$ cat src/rtl/lsbx_pkg.sv
// ----------------------------------------------------------------------------
// lsbx_pkg: shared types and constants for the left-shift binary XGCD block
// Holds the default data width, the controller state encoding and the
// command and status bundles that pass between controller and datapath.
// ----------------------------------------------------------------------------
package lsbx_pkg;

	// Default operand width in bits.
	localparam int unsigned DATA_WIDTH_DEF = 32;

	// Controller states.
	typedef enum logic [2:0] {
		ST_IDLE,
		ST_ORDER,
		ST_NORM,
		ST_STEP,
		ST_FIN
	} lsbx_state_t;

	// Commands from the controller to the datapath.
	typedef struct packed {
		logic load;    // capture the operands and form their magnitudes
		logic order;   // put the larger remainder first
		logic norm;    // register the leading-bit distance
		logic step;    // shifted subtract with reorder
		logic finish;  // form the coefficients into the output register
	} lsbx_cmd_t;

	// Status from the datapath to the controller.
	typedef struct packed {
		logic v3_zero;   // smaller remainder is zero, loop is done
		logic out_full;  // output register holds a beat not yet taken
	} lsbx_sts_t;

endpackage

$ cat src/rtl/lsbx_if.sv
// ----------------------------------------------------------------------------
// lsbx_in_if / lsbx_out_if: valid/ready channels of the XGCD block
// The input channel carries the two signed operands; the output channel
// carries the gcd and the two Bezout coefficients.
// ----------------------------------------------------------------------------
interface lsbx_in_if #(
	parameter int unsigned W = lsbx_pkg::DATA_WIDTH_DEF
);
	logic                valid;
	logic                ready;
	logic signed [W-1:0] a;
	logic signed [W-1:0] b;

	modport source (output valid, output a, output b, input ready);
	modport sink   (input valid, input a, input b, output ready);
endinterface

interface lsbx_out_if #(
	parameter int unsigned W = lsbx_pkg::DATA_WIDTH_DEF
);
	logic                valid;
	logic                ready;
	logic        [W-2:0] gcd_value;
	logic signed [W-1:0] coef_a;
	logic signed [W-1:0] coef_b;

	modport source (output valid, output gcd_value, output coef_a, output coef_b,
		input ready);
	modport sink   (input valid, input gcd_value, input coef_a, input coef_b,
		output ready);
endinterface

$ cat src/rtl/lsbx_ctrl.sv
// ----------------------------------------------------------------------------
// lsbx_ctrl: sequencer of the XGCD block
// Steps one operand pair through ordering, alternating normalize and
// subtract rounds, and the final coefficient correction.
// ----------------------------------------------------------------------------
module lsbx_ctrl (
	input  logic                clk,
	input  logic                arst_n,
	input  logic                in_valid,
	output logic                in_ready,
	input  logic                out_ready,
	input  lsbx_pkg::lsbx_sts_t sts,
	output lsbx_pkg::lsbx_cmd_t cmd
);

	lsbx_pkg::lsbx_state_t state_q;
	lsbx_pkg::lsbx_state_t state_nxt;

	// State register.
	always_ff @(posedge clk or negedge arst_n) begin
		if (!arst_n) begin
			state_q <= lsbx_pkg::ST_IDLE;
		end else begin
			state_q <= state_nxt;
		end
	end

	// Next state and commands.
	always_comb begin
		state_nxt = state_q;
		cmd       = '0;
		in_ready  = 1'b0;
		case (state_q)
			lsbx_pkg::ST_IDLE: begin
				in_ready = 1'b1;
				if (in_valid) begin
					cmd.load  = 1'b1;
					state_nxt = lsbx_pkg::ST_ORDER;
				end
			end
			lsbx_pkg::ST_ORDER: begin
				cmd.order = 1'b1;
				state_nxt = lsbx_pkg::ST_NORM;
			end
			lsbx_pkg::ST_NORM: begin
				if (sts.v3_zero) begin
					state_nxt = lsbx_pkg::ST_FIN;
				end else begin
					cmd.norm  = 1'b1;
					state_nxt = lsbx_pkg::ST_STEP;
				end
			end
			lsbx_pkg::ST_STEP: begin
				cmd.step  = 1'b1;
				state_nxt = lsbx_pkg::ST_NORM;
			end
			lsbx_pkg::ST_FIN: begin
				// Wait here while the previous result is still unclaimed.
				if (!sts.out_full || out_ready) begin
					cmd.finish = 1'b1;
					state_nxt  = lsbx_pkg::ST_IDLE;
				end
			end
			default: begin
				state_nxt = lsbx_pkg::ST_IDLE;
			end
		endcase
	end

endmodule

$ cat src/rtl/lsbx_dp.sv
// ----------------------------------------------------------------------------
// lsbx_dp: datapath of the XGCD block
// Holds the remainder pair with its cofactors, the leading-bit distance,
// the operand magnitudes and signs, and the output register.
// ----------------------------------------------------------------------------
module lsbx_dp #(
	parameter int unsigned DATA_WIDTH = lsbx_pkg::DATA_WIDTH_DEF
) (
	input  logic                  clk,
	input  logic                  arst_n,
	input  logic [DATA_WIDTH-1:0] a,
	input  logic [DATA_WIDTH-1:0] b,
	input  logic                  out_ready,
	input  lsbx_pkg::lsbx_cmd_t   cmd,
	output lsbx_pkg::lsbx_sts_t   sts,
	output logic                  out_valid,
	output logic [DATA_WIDTH-2:0] gcd_value,
	output logic [DATA_WIDTH-1:0] coef_a,
	output logic [DATA_WIDTH-1:0] coef_b
);

	localparam int unsigned KW = $clog2(DATA_WIDTH);
	localparam logic [DATA_WIDTH-1:0] ONE  = DATA_WIDTH'(1);
	localparam logic [DATA_WIDTH-1:0] ONES = '1;

	// Operand magnitudes and signs, kept for the final correction.
	logic [DATA_WIDTH-1:0] ma_q, mb_q;
	logic                  na_q, nb_q;
	// Remainders and cofactors: u is the larger, v the smaller.
	logic [DATA_WIDTH-1:0] u1_q, u2_q, u3_q;
	logic [DATA_WIDTH-1:0] v1_q, v2_q, v3_q;
	logic [KW-1:0]         k_q;
	// Output register.
	logic                  out_valid_q;
	logic [DATA_WIDTH-2:0] gcd_q;
	logic [DATA_WIDTH-1:0] coef_a_q, coef_b_q;

	logic [DATA_WIDTH-1:0] ma_in, mb_in;
	logic [KW-1:0]         tb_u, tb_v;
	logic [DATA_WIDTH-1:0] sh_full, sh_sel, u3_new, u1_new, u2_new;
	logic                  under;
	logic [KW-1:0]         k_use;
	logic [DATA_WIDTH-1:0] s_fin, t_fin;

	// Magnitudes of the incoming operands.
	assign ma_in = a[DATA_WIDTH-1] ? (~a + ONE) : a;
	assign mb_in = b[DATA_WIDTH-1] ? (~b + ONE) : b;

	// Leading-bit positions of both remainders.
	always_comb begin
		tb_u = '0;
		tb_v = '0;
		for (int i = 0; i < DATA_WIDTH; i++) begin
			if (u3_q[i]) begin
				tb_u = KW'(i);
			end
			if (v3_q[i]) begin
				tb_v = KW'(i);
			end
		end
	end

	// Shifted subtract; if the full shift overshoots, one position less is used.
	always_comb begin
		sh_full = v3_q << k_q;
		under   = u3_q < sh_full;
		k_use   = under ? (k_q - KW'(1)) : k_q;
		sh_sel  = under ? (sh_full >> 1) : sh_full;
		u3_new  = u3_q - sh_sel;
		u1_new  = u1_q - (v1_q << k_use);
		u2_new  = u2_q - (v2_q << k_use);
	end

	// Coefficients with the special cases for a gcd equal to an operand.
	always_comb begin
		if (u3_q == ma_q) begin
			s_fin = na_q ? ONES : ONE;
			t_fin = '0;
		end else if (u3_q == mb_q) begin
			s_fin = '0;
			t_fin = nb_q ? ONES : ONE;
		end else begin
			s_fin = na_q ? (~u1_q + ONE) : u1_q;
			t_fin = nb_q ? (~u2_q + ONE) : u2_q;
		end
	end

	// Working registers.
	always_ff @(posedge clk) begin
		if (cmd.load) begin
			ma_q <= ma_in;
			mb_q <= mb_in;
			na_q <= a[DATA_WIDTH-1];
			nb_q <= b[DATA_WIDTH-1];
			u1_q <= ONE;
			u2_q <= '0;
			u3_q <= ma_in;
			v1_q <= '0;
			v2_q <= ONE;
			v3_q <= mb_in;
		end else if (cmd.order) begin
			if (u3_q < v3_q) begin
				u1_q <= v1_q;
				u2_q <= v2_q;
				u3_q <= v3_q;
				v1_q <= u1_q;
				v2_q <= u2_q;
				v3_q <= u3_q;
			end
		end else if (cmd.norm) begin
			k_q <= tb_u - tb_v;
		end else if (cmd.step) begin
			if (u3_new < v3_q) begin
				u1_q <= v1_q;
				u2_q <= v2_q;
				u3_q <= v3_q;
				v1_q <= u1_new;
				v2_q <= u2_new;
				v3_q <= u3_new;
			end else begin
				u1_q <= u1_new;
				u2_q <= u2_new;
				u3_q <= u3_new;
			end
		end
	end

	// Output payload.
	always_ff @(posedge clk) begin
		if (cmd.finish) begin
			gcd_q    <= u3_q[DATA_WIDTH-2:0];
			coef_a_q <= s_fin;
			coef_b_q <= t_fin;
		end
	end

	// Output valid: set on finish, cleared when the beat is taken.
	always_ff @(posedge clk or negedge arst_n) begin
		if (!arst_n) begin
			out_valid_q <= 1'b0;
		end else if (cmd.finish) begin
			out_valid_q <= 1'b1;
		end else if (out_ready) begin
			out_valid_q <= 1'b0;
		end
	end

	assign sts.v3_zero  = (v3_q == '0);
	assign sts.out_full = out_valid_q;
	assign out_valid    = out_valid_q;
	assign gcd_value    = gcd_q;
	assign coef_a       = coef_a_q;
	assign coef_b       = coef_b_q;

endmodule

$ cat src/rtl/left_shift_binary_xgcd.sv
// ----------------------------------------------------------------------------
// left_shift_binary_xgcd: extended GCD by left-shift binary reduction
// Returns gcd(|a|,|b|) with Bezout coefficients coef_a, coef_b such that
// gcd = coef_a*a + coef_b*b.
// ----------------------------------------------------------------------------
// Usage:
// The operand pair a, b arrives as one beat on in_ch; the result (gcd_value,
// coef_a, coef_b) leaves as one beat on out_ch. Both are valid/ready channels.
// One pair is worked on at a time; in_ch.ready is high only while the block
// is idle. After an accepted beat the block orders the pair, then runs
// reduction rounds (leading-bit distance, then the shifted subtract), then
// tests for the end and corrects the coefficients. Each round drops at
// least one bit from the remainder pair, so the number of rounds is at
// most 2*DATA_WIDTH-3 (61 rounds for 32 bits).
// The result sits in an output register, so a new pair is accepted while
// the previous result waits. If the receiver still holds off when the next
// result is ready, the block waits and takes no input until out_ch frees up.
// Reset clears the controller to idle and drops out_ch.valid.
// ----------------------------------------------------------------------------
module left_shift_binary_xgcd #(
	parameter int unsigned DATA_WIDTH = lsbx_pkg::DATA_WIDTH_DEF
) (
	input logic         clk,
	input logic         arst_n,
	lsbx_in_if.sink     in_ch,
	lsbx_out_if.source  out_ch
);

	lsbx_pkg::lsbx_cmd_t   cmd;
	lsbx_pkg::lsbx_sts_t   sts;
	logic [DATA_WIDTH-1:0] coef_a_w, coef_b_w;

	// Sequencer.
	lsbx_ctrl u_ctrl (
		.clk       (clk),
		.arst_n    (arst_n),
		.in_valid  (in_ch.valid),
		.in_ready  (in_ch.ready),
		.out_ready (out_ch.ready),
		.sts       (sts),
		.cmd       (cmd)
	);

	// Arithmetic and output register.
	lsbx_dp #(
		.DATA_WIDTH (DATA_WIDTH)
	) u_dp (
		.clk       (clk),
		.arst_n    (arst_n),
		.a         (in_ch.a),
		.b         (in_ch.b),
		.out_ready (out_ch.ready),
		.cmd       (cmd),
		.sts       (sts),
		.out_valid (out_ch.valid),
		.gcd_value (out_ch.gcd_value),
		.coef_a    (coef_a_w),
		.coef_b    (coef_b_w)
	);

	assign out_ch.coef_a = coef_a_w;
	assign out_ch.coef_b = coef_b_w;

	// Only one datapath command is issued in any cycle.
	assert property (@(posedge clk) disable iff (!arst_n)
		$onehot0({cmd.load, cmd.order, cmd.norm, cmd.step, cmd.finish}))
		else $error("more than one datapath command at once");

	// After an input beat the block is busy and takes no second pair.
	assert property (@(posedge clk) disable iff (!arst_n)
		(in_ch.valid && in_ch.ready) |=> !in_ch.ready)
		else $error("input accepted while a pair is in work");

	// A finished result always shows up on the output in the next cycle.
	assert property (@(posedge clk) disable iff (!arst_n)
		cmd.finish |=> out_ch.valid)
		else $error("finished result not presented");

	// A result is never loaded over one the receiver has not taken.
	assert property (@(posedge clk) disable iff (!arst_n)
		cmd.finish |-> (!out_ch.valid || out_ch.ready))
		else $error("output beat overwritten");

endmodule
$ cat src/flat_wrapper.sv
// flat-port wrapper written by rule: the top's interface ports become plain ports
module left_shift_binary_xgcd_flat 
#(
	parameter int unsigned DATA_WIDTH = lsbx_pkg::DATA_WIDTH_DEF
)
  (clk, arst_n, in_ch_valid, in_ch_a, in_ch_b, in_ch_ready, out_ch_valid, out_ch_gcd_value, out_ch_coef_a, out_ch_coef_b, out_ch_ready);
  lsbx_in_if in_ch_i ();
  lsbx_out_if out_ch_i ();
  input logic clk;
  input logic arst_n;
  input wire logic [$bits(in_ch_i.valid)-1:0] in_ch_valid;
  input wire logic [$bits(in_ch_i.a)-1:0] in_ch_a;
  input wire logic [$bits(in_ch_i.b)-1:0] in_ch_b;
  output wire logic [$bits(in_ch_i.ready)-1:0] in_ch_ready;
  output wire logic [$bits(out_ch_i.valid)-1:0] out_ch_valid;
  output wire logic [$bits(out_ch_i.gcd_value)-1:0] out_ch_gcd_value;
  output wire logic [$bits(out_ch_i.coef_a)-1:0] out_ch_coef_a;
  output wire logic [$bits(out_ch_i.coef_b)-1:0] out_ch_coef_b;
  input wire logic [$bits(out_ch_i.ready)-1:0] out_ch_ready;
  assign in_ch_i.valid = in_ch_valid;
  assign in_ch_i.a = in_ch_a;
  assign in_ch_i.b = in_ch_b;
  assign in_ch_ready = in_ch_i.ready;
  assign out_ch_valid = out_ch_i.valid;
  assign out_ch_gcd_value = out_ch_i.gcd_value;
  assign out_ch_coef_a = out_ch_i.coef_a;
  assign out_ch_coef_b = out_ch_i.coef_b;
  assign out_ch_i.ready = out_ch_ready;
  left_shift_binary_xgcd #(.DATA_WIDTH(DATA_WIDTH)) u_core (.clk(clk), .arst_n(arst_n), .in_ch(in_ch_i), .out_ch(out_ch_i));
endmodule
$ cat config.mk
export PLATFORM = sky130hd
export DESIGN_NAME = left_shift_binary_xgcd_flat
export DESIGN_NICKNAME = d
export VERILOG_FILES = /design/src/rtl/lsbx_pkg.sv /design/src/rtl/lsbx_if.sv /design/src/rtl/lsbx_ctrl.sv /design/src/rtl/lsbx_dp.sv /design/src/rtl/left_shift_binary_xgcd.sv /design/src/flat_wrapper.sv
export SDC_FILE = /design/constraint.sdc
export NUM_CORES = 2
export LEC_CHECK = 0
export ABC_AREA = 1
export BUFFER_PORTS_ARGS = -buffer_cell sky130_fd_sc_hd__buf_2
export CAP_MARGIN = 10
export CORE_ASPECT_RATIO = 0.75
export CORE_MARGIN = 2
export CORE_UTILIZATION = 30
export DETAILED_ROUTE_END_ITERATION = 16
export GPL_TIMING_DRIVEN = 0
export PLACE_DENSITY = 0.46
export SYNTH_ARGS = -nofsm -noshare
export SYNTH_HDL_FRONTEND = slang
export SYNTH_SLANG_ARGS = --single-unit
$ cat constraint.sdc
create_clock -name clk -period 10.6 [get_ports clk]
set_input_delay 2.12 -clock clk [delete_from_list [all_inputs] [get_ports clk]]
set_output_delay 2.12 -clock clk [all_outputs]
set_load 0.05 [all_outputs]
==> flow_summary.html <==
<table>
<tr><th>Metric</th><th>Value</th></tr>
<tr><th colspan="2">Clock network</th></tr>
<tr><td>Clock tree from TritonCTS</td><td>done</td></tr>
<tr><td>Number of hold-repair buffers added at the cts stage</td><td>0</td></tr>
<tr><td>Number of clock sinks seen by CTS</td><td>362</td></tr>
<tr><td>Bufs on Longest Clock Path</td><td>3</td></tr>
<tr><td>Level count of the clock H-tree</td><td>2</td></tr>
<tr><td>Clk Latency, worst-skew pair</td><td>~0.63 ns</td></tr>
<tr><td>Total clock buffers created by CTS</td><td>45</td></tr>
<tr><td>Reg clk slew, reported paths</td><td>0.07 ns</td></tr>
<tr><td>Clock tree root driver cell</td><td>sky130_fd_sc_hd__clkbuf_16</td></tr>
<tr><th colspan="2">Floorplan</th></tr>
<tr><td>Floorplan row count</td><td>100</td></tr>
<tr><td>Starting utilization of the core area</td><td>between 30% and 40%</td></tr>
<tr><td>Area of the placeable core</td><td>around 99,000 sq um</td></tr>
<tr><td>Die Ht</td><td>approximately 280 um</td></tr>
<tr><td>Total die area</td><td>~100,000 sq um</td></tr>
<tr><td>Ports</td><td>approximately 170</td></tr>
<tr><td>X dimension of the die</td><td>roughly 370 um</td></tr>
<tr><th colspan="2">Placed design</th></tr>
<tr><td>Count of port buffers added during placement</td><td>between 150 and 200</td></tr>
<tr><td>HPWL after detailed placement</td><td>~120 mm</td></tr>
<tr><td>Post-place setup slack</td><td>-2.84 ns</td></tr>
<tr><td>Placed Cells incl. Taps</td><td>a little under 6,000</td></tr>
<tr><td>Global placement routability congestion</td><td>0.988</td></tr>
<tr><th colspan="2">Cells and area</th></tr>
<tr><td>Layout Area Growth over Synthesis</td><td>14.7%</td></tr>
<tr><td>Final cell count without fillers</td><td>5,860</td></tr>
<tr><td>Fraction of layout instances using a drive strength above 1</td><td>around 10%</td></tr>
<tr><td>Post-layout net count</td><td>between 4,000 and 5,000</td></tr>
<tr><td>Sequential cell area in the final layout</td><td>9570 sq um</td></tr>
<tr><td>Core utilization of the finished layout</td><td>a little over a third</td></tr>
<tr><td>Count of fill cells added during filler insertion</td><td>10,971</td></tr>
<tr><td>Area of the multi-input gates</td><td>about 18,000 sq um</td></tr>
<tr><td>Antenna diode count</td><td>0</td></tr>
<tr><th colspan="2">Detailed routing</th></tr>
<tr><td>Router iterations before antenna repair</td><td>6</td></tr>
<tr><td>DRC viols</td><td>0</td></tr>
<tr><td>Average detailed-routed wire length per instance</td><td>between 20 and 30 um</td></tr>
<tr><td>Detail-routed via count per cell</td><td>5.47</td></tr>
<tr><td>Remaining antenna violation count after routing</td><td>0</td></tr>
<tr><td>Vias</td><td>between 30,000 and 40,000</td></tr>
<tr><td>Number of DRC markers in iteration 0</td><td>~3,800</td></tr>
<tr><td>Detailed-route wire length</td><td>~150 mm</td></tr>
<tr><th colspan="2">STA</th></tr>
<tr><td>Setup repair after global routing missed its margin</td><td>no</td></tr>
<tr><td>Max-slew violation count</td><td>0</td></tr>
<tr><td>Transition time of the tightest slew-check pin</td><td>between 1 and 1.5 ns</td></tr>
<tr><td>Slew headroom</td><td>4.36%</td></tr>
<tr><td>Number of endpoints with negative hold slack in the final report</td><td>0</td></tr>
<tr><td>Worst hold slack</td><td>between 0.4 and 0.5 ns</td></tr>
<tr><td>Period Utilization, post-route</td><td>between 90 and 100%</td></tr>
<tr><td>Post-Route Skew</td><td>roughly 0.051 ns</td></tr>
<tr><td>Maximum clock frequency</td><td>a little under 100 MHz</td></tr>
<tr><td>Final setup fails</td><td>0</td></tr>
<tr><td>Setup ws final</td><td>between 0.3 and 0.4 ns</td></tr>
<tr><td>Min Tclk post-route</td><td>10.22 ns</td></tr>
<tr><th colspan="2">Synthesis</th></tr>
<tr><td>Ys flop type</td><td>sky130_fd_sc_hd__edfxtp_1</td></tr>
<tr><td>Number of distinct library cell variants in the gate-level netlist after synthesis</td><td>70</td></tr>
<tr><td>EDFF count, synth</td><td>between 200 and 250</td></tr>
<tr><td>Number of register bits inferred by synthesis</td><td>about 360</td></tr>
<tr><td>Post-Synthesis Cell Area</td><td>about 30,000 sq um</td></tr>
<tr><td>Syn avg cell area</td><td>just over 7 sq um</td></tr>
<tr><td>Synth Instances</td><td>4,268</td></tr>
<tr><td>Number of nets produced by synthesis</td><td>4,535</td></tr>
<tr><td>Share of flip-flops with an asynchronous set or reset</td><td>under 10%</td></tr>
<tr><td>Sequential area share after synthesis</td><td>between 30% and 40%</td></tr>
<tr><td>Count of warnings emitted by yosys</td><td>0</td></tr>
<tr><th colspan="2">Worst setup path</th></tr>
<tr><td>Arrival @ worst endpoint</td><td>between 10 and 15 ns</td></tr>
<tr><td>Kind of cell with the highest combined delay on the critical path</td><td>compound AO/OA/AOI/OAI gates</td></tr>
<tr><td>Crit path capture</td><td>u_core.u_dp.u1_q[19]</td></tr>
<tr><td>Critical Path Fanout Max</td><td>10</td></tr>
<tr><td>CP max stage delay</td><td>between 0.4 and 0.5 ns</td></tr>
<tr><td>FF-to-FF End</td><td>u_core.u_dp.u1_q[19]</td></tr>
<tr><td>Buffering stage count on the worst path with inverters included</td><td>11</td></tr>
<tr><td>Sort of element at the end of the critical path</td><td>register</td></tr>
<tr><td>Start point of the critical path</td><td>u_core.u_dp.k_q[0]</td></tr>
<tr><td>Total number of cells along the worst setup path</td><td>48</td></tr>
<tr><td>Source of the worst register-to-register timing path</td><td>u_core.u_dp.k_q[0]</td></tr>
<tr><td>Worst path required time</td><td>11.07 ns</td></tr>
<tr><td>Dominant cell type by count on the critical path</td><td>sky130_fd_sc_hd__nand2_1</td></tr>
<tr><td>Slowest library cell on the worst path</td><td>sky130_fd_sc_hd__clkbuf_2</td></tr>
<tr><td>Worst R2R Setup Slack</td><td>0.38 ns</td></tr>
<tr><td>Crit Path Category</td><td>reg2reg</td></tr>
<tr><td>Number of cells on the worst reg-to-reg path</td><td>48</td></tr>
<tr><td>Startpoint types</td><td>register</td></tr>
<tr><th colspan="2">Min path</th></tr>
<tr><td>Depth of the worst hold-timing path</td><td>2</td></tr>
<tr><td>Kind of path behind the tightest hold check</td><td>reg2reg</td></tr>
<tr><th colspan="2">Run status</th></tr>
<tr><td>Outcome</td><td>complete, no violations</td></tr>
<tr><th colspan="2">Global route</th></tr>
<tr><td>Via count of the first global-routing pass</td><td>approximately 29,000</td></tr>
<tr><td>Pin count of the biggest net entering global routing</td><td>40</td></tr>
<tr><td>First-pass GRT wire length</td><td>roughly 210 mm</td></tr>
<tr><td>Number of antenna violations at the first check in global routing</td><td>9</td></tr>
<tr><td>Met3 track demand over resource in global routing</td><td>slightly above 7%</td></tr>
<tr><td>Overflow left after global routing</td><td>0</td></tr>
<tr><td>Total global routing track utilization</td><td>between 20% and 30%</td></tr>
<tr><td>GR peak layer</td><td>met1</td></tr>
<tr><td>M1 GR Usage</td><td>a little under half</td></tr>
<tr><td>Met2 Resource Use GR</td><td>a little over a third</td></tr>
<tr><th colspan="2">Flow run</th></tr>
<tr><td>Max Cap Viol</td><td>0</td></tr>
</table>
## stage by stage
step                      setup TNS, ns  instance area (sq um)
after global placement          -610.50                  32700
after floorplan                       0                  30200
final                                 0                  34600
after CTS                             0                  34500
after global routing                  0                  34600
after detailed placement        -459.60                  32900
## synthesized netlist by cell type (10+ instances only)
| library cell | count | area [sq um] |
|---|---|---|
| sky130_fd_sc_hd__nand2_1 | 1134 | 4260 |
| sky130_fd_sc_hd__o21ai_0 | 493 | 2470 |
| sky130_fd_sc_hd__inv_1 | 373 | 1400 |
| sky130_fd_sc_hd__nor2_1 | 242 | 908 |
| sky130_fd_sc_hd__edfxtp_1 | 230 | 6910 |
| sky130_fd_sc_hd__a21oi_1 | 227 | 1140 |
| sky130_fd_sc_hd__nand3_1 | 224 | 1120 |
| sky130_fd_sc_hd__ha_1 | 195 | 2440 |
| sky130_fd_sc_hd__xor2_1 | 138 | 1210 |
| sky130_fd_sc_hd__dfxtp_1 | 128 | 2560 |
| sky130_fd_sc_hd__o21ai_1 | 126 | 631 |
| sky130_fd_sc_hd__clkbuf_1 | 121 | 454 |
| sky130_fd_sc_hd__xnor2_1 | 101 | 885 |
| sky130_fd_sc_hd__nor3_1 | 49 | 245 |
| sky130_fd_sc_hd__o211ai_1 | 46 | 345 |
| sky130_fd_sc_hd__nor4_1 | 43 | 269 |
| sky130_fd_sc_hd__o22ai_1 | 40 | 250 |
| sky130_fd_sc_hd__buf_2 | 34 | 170 |
| sky130_fd_sc_hd__nand4_1 | 30 | 188 |
| sky130_fd_sc_hd__mux2i_1 | 27 | 270 |
| sky130_fd_sc_hd__a31oi_1 | 26 | 163 |
| sky130_fd_sc_hd__or2_2 | 22 | 138 |
| sky130_fd_sc_hd__buf_1 | 19 | 71.3 |
| sky130_fd_sc_hd__nand2_2 | 13 | 81.3 |
| sky130_fd_sc_hd__o21a_1 | 13 | 97.6 |
| sky130_fd_sc_hd__a21o_1 | 11 | 82.6 |
| sky130_fd_sc_hd__inv_2 | 11 | 41.3 |
| sky130_fd_sc_hd__buf_4 | 10 | 75.1 |
## sequential cells by signal, summed over array words and instances (netlist names)
register / flops
u_core.u_ctrl.state_q: 3
u_core.u_dp.coef_a: 32
u_core.u_dp.coef_b: 32
u_core.u_dp.gcd_value: 31
u_core.u_dp.k_q: 5
u_core.u_dp.ma_q: 32
u_core.u_dp.mb_q: 32
u_core.u_dp.na_q: 1
u_core.u_dp.nb_q: 1
u_core.u_dp.out_valid: 1
u_core.u_dp.u1_q: 32
u_core.u_dp.u2_q: 32
u_core.u_dp.u3_q: 32
u_core.u_dp.v1_q: 32
u_core.u_dp.v2_q: 32
u_core.u_dp.v3_q: 32
## tightest hold or removal path, delay by kind of cell (launching register included)
kind          cells  cell delay [ns]
flops             1             0.32
simple gates      2             0.10
## cells by family (layout without fill, tap and decap cells)
logic type      Yosys count  count (layout)  share of synthesized area [%]
compound gates         1053            1053                           19.1
xor+xnor                241             241                           7.04
fa+ha+maj               199             199                           8.35
buf+inv                 581             847                           7.74
flops                   362             362                           31.7
mux                      27              27                          0.895
simple gates           1805            1805                           25.2
## area by class of cell
cell class	count	area share (%)
inverters	388	4.24
clock buffers	50	3.31
well taps	1326	4.79
flip-flops and latches	362	27.6
plain buffers	193	2.81
multi-input cells	3325	53.2
repair buffers	185	3.14
clock inverters	31	0.886
## routing by layer
| metal | part of all wire [%] | vias to the layer above |
|---|---|---|
| met5 | 0.0067 | - |
| met2 | 37 | 1423 |
| met4 | 1.7 | 2 |
| li1 | - | 15005 |
| met3 | 11 | 154 |
| met1 | 51 | 15487 |
## worst min-delay path by stage
stage	slack [ns]	to	start
floorplan	0.43	u_core.u_dp.u1_q[31]	u_core.u_dp.u1_q[31]
global placement	0.44	u_core.u_dp.u1_q[31]	u_core.u_dp.u1_q[31]
detailed placement	0.45	u_core.u_dp.u1_q[31]	u_core.u_dp.u1_q[31]
CTS	0.46	u_core.u_dp.u1_q[31]	u_core.u_dp.u1_q[31]
global route	0.49	u_core.u_dp.v1_q[31]	u_core.u_dp.v1_q[31]
finish	0.46	u_core.u_dp.u1_q[31]	u_core.u_dp.u1_q[31]
## placed cells by master (no fill, tap or decap), types with 11 or more instances in the layout
master and n:
sky130_fd_sc_hd__nand2_1 1131, sky130_fd_sc_hd__o21ai_0 462, sky130_fd_sc_hd__inv_1 372, sky130_fd_sc_hd__nor2_1 240, sky130_fd_sc_hd__edfxtp_1 230, sky130_fd_sc_hd__a21oi_1 225
sky130_fd_sc_hd__nand3_1 224, sky130_fd_sc_hd__buf_2 200, sky130_fd_sc_hd__ha_1 195, sky130_fd_sc_hd__o21ai_1 146, sky130_fd_sc_hd__xor2_1 138, sky130_fd_sc_hd__dfxtp_1 128
sky130_fd_sc_hd__xnor2_1 101, sky130_fd_sc_hd__clkbuf_1 87, sky130_fd_sc_hd__nor3_1 49, sky130_fd_sc_hd__o211ai_1 46, sky130_fd_sc_hd__clkbuf_16 45, sky130_fd_sc_hd__nor4_1 41
sky130_fd_sc_hd__o22ai_1 39, sky130_fd_sc_hd__nand4_1 30, sky130_fd_sc_hd__clkbuf_2 28, sky130_fd_sc_hd__mux2i_1 26, sky130_fd_sc_hd__a31oi_1 26, sky130_fd_sc_hd__buf_4 23
sky130_fd_sc_hd__or2_2 22, sky130_fd_sc_hd__nand2_2 15, sky130_fd_sc_hd__buf_1 14, sky130_fd_sc_hd__o21ai_2 13, sky130_fd_sc_hd__o21a_1 13, sky130_fd_sc_hd__clkinv_1 13
sky130_fd_sc_hd__clkbuf_4 12, sky130_fd_sc_hd__a21o_1 11
## what timing repair did
action	in CTS	in global routing
pin swaps	2	2
endpoints found under the setup margin	192	192
gates resized for setup	67	82
gates cloned	0	0
buffers inserted	7	2
Power is not shown: default switching activity piles up to over one toggle a cycle in this logic, so the estimate is an artifact.
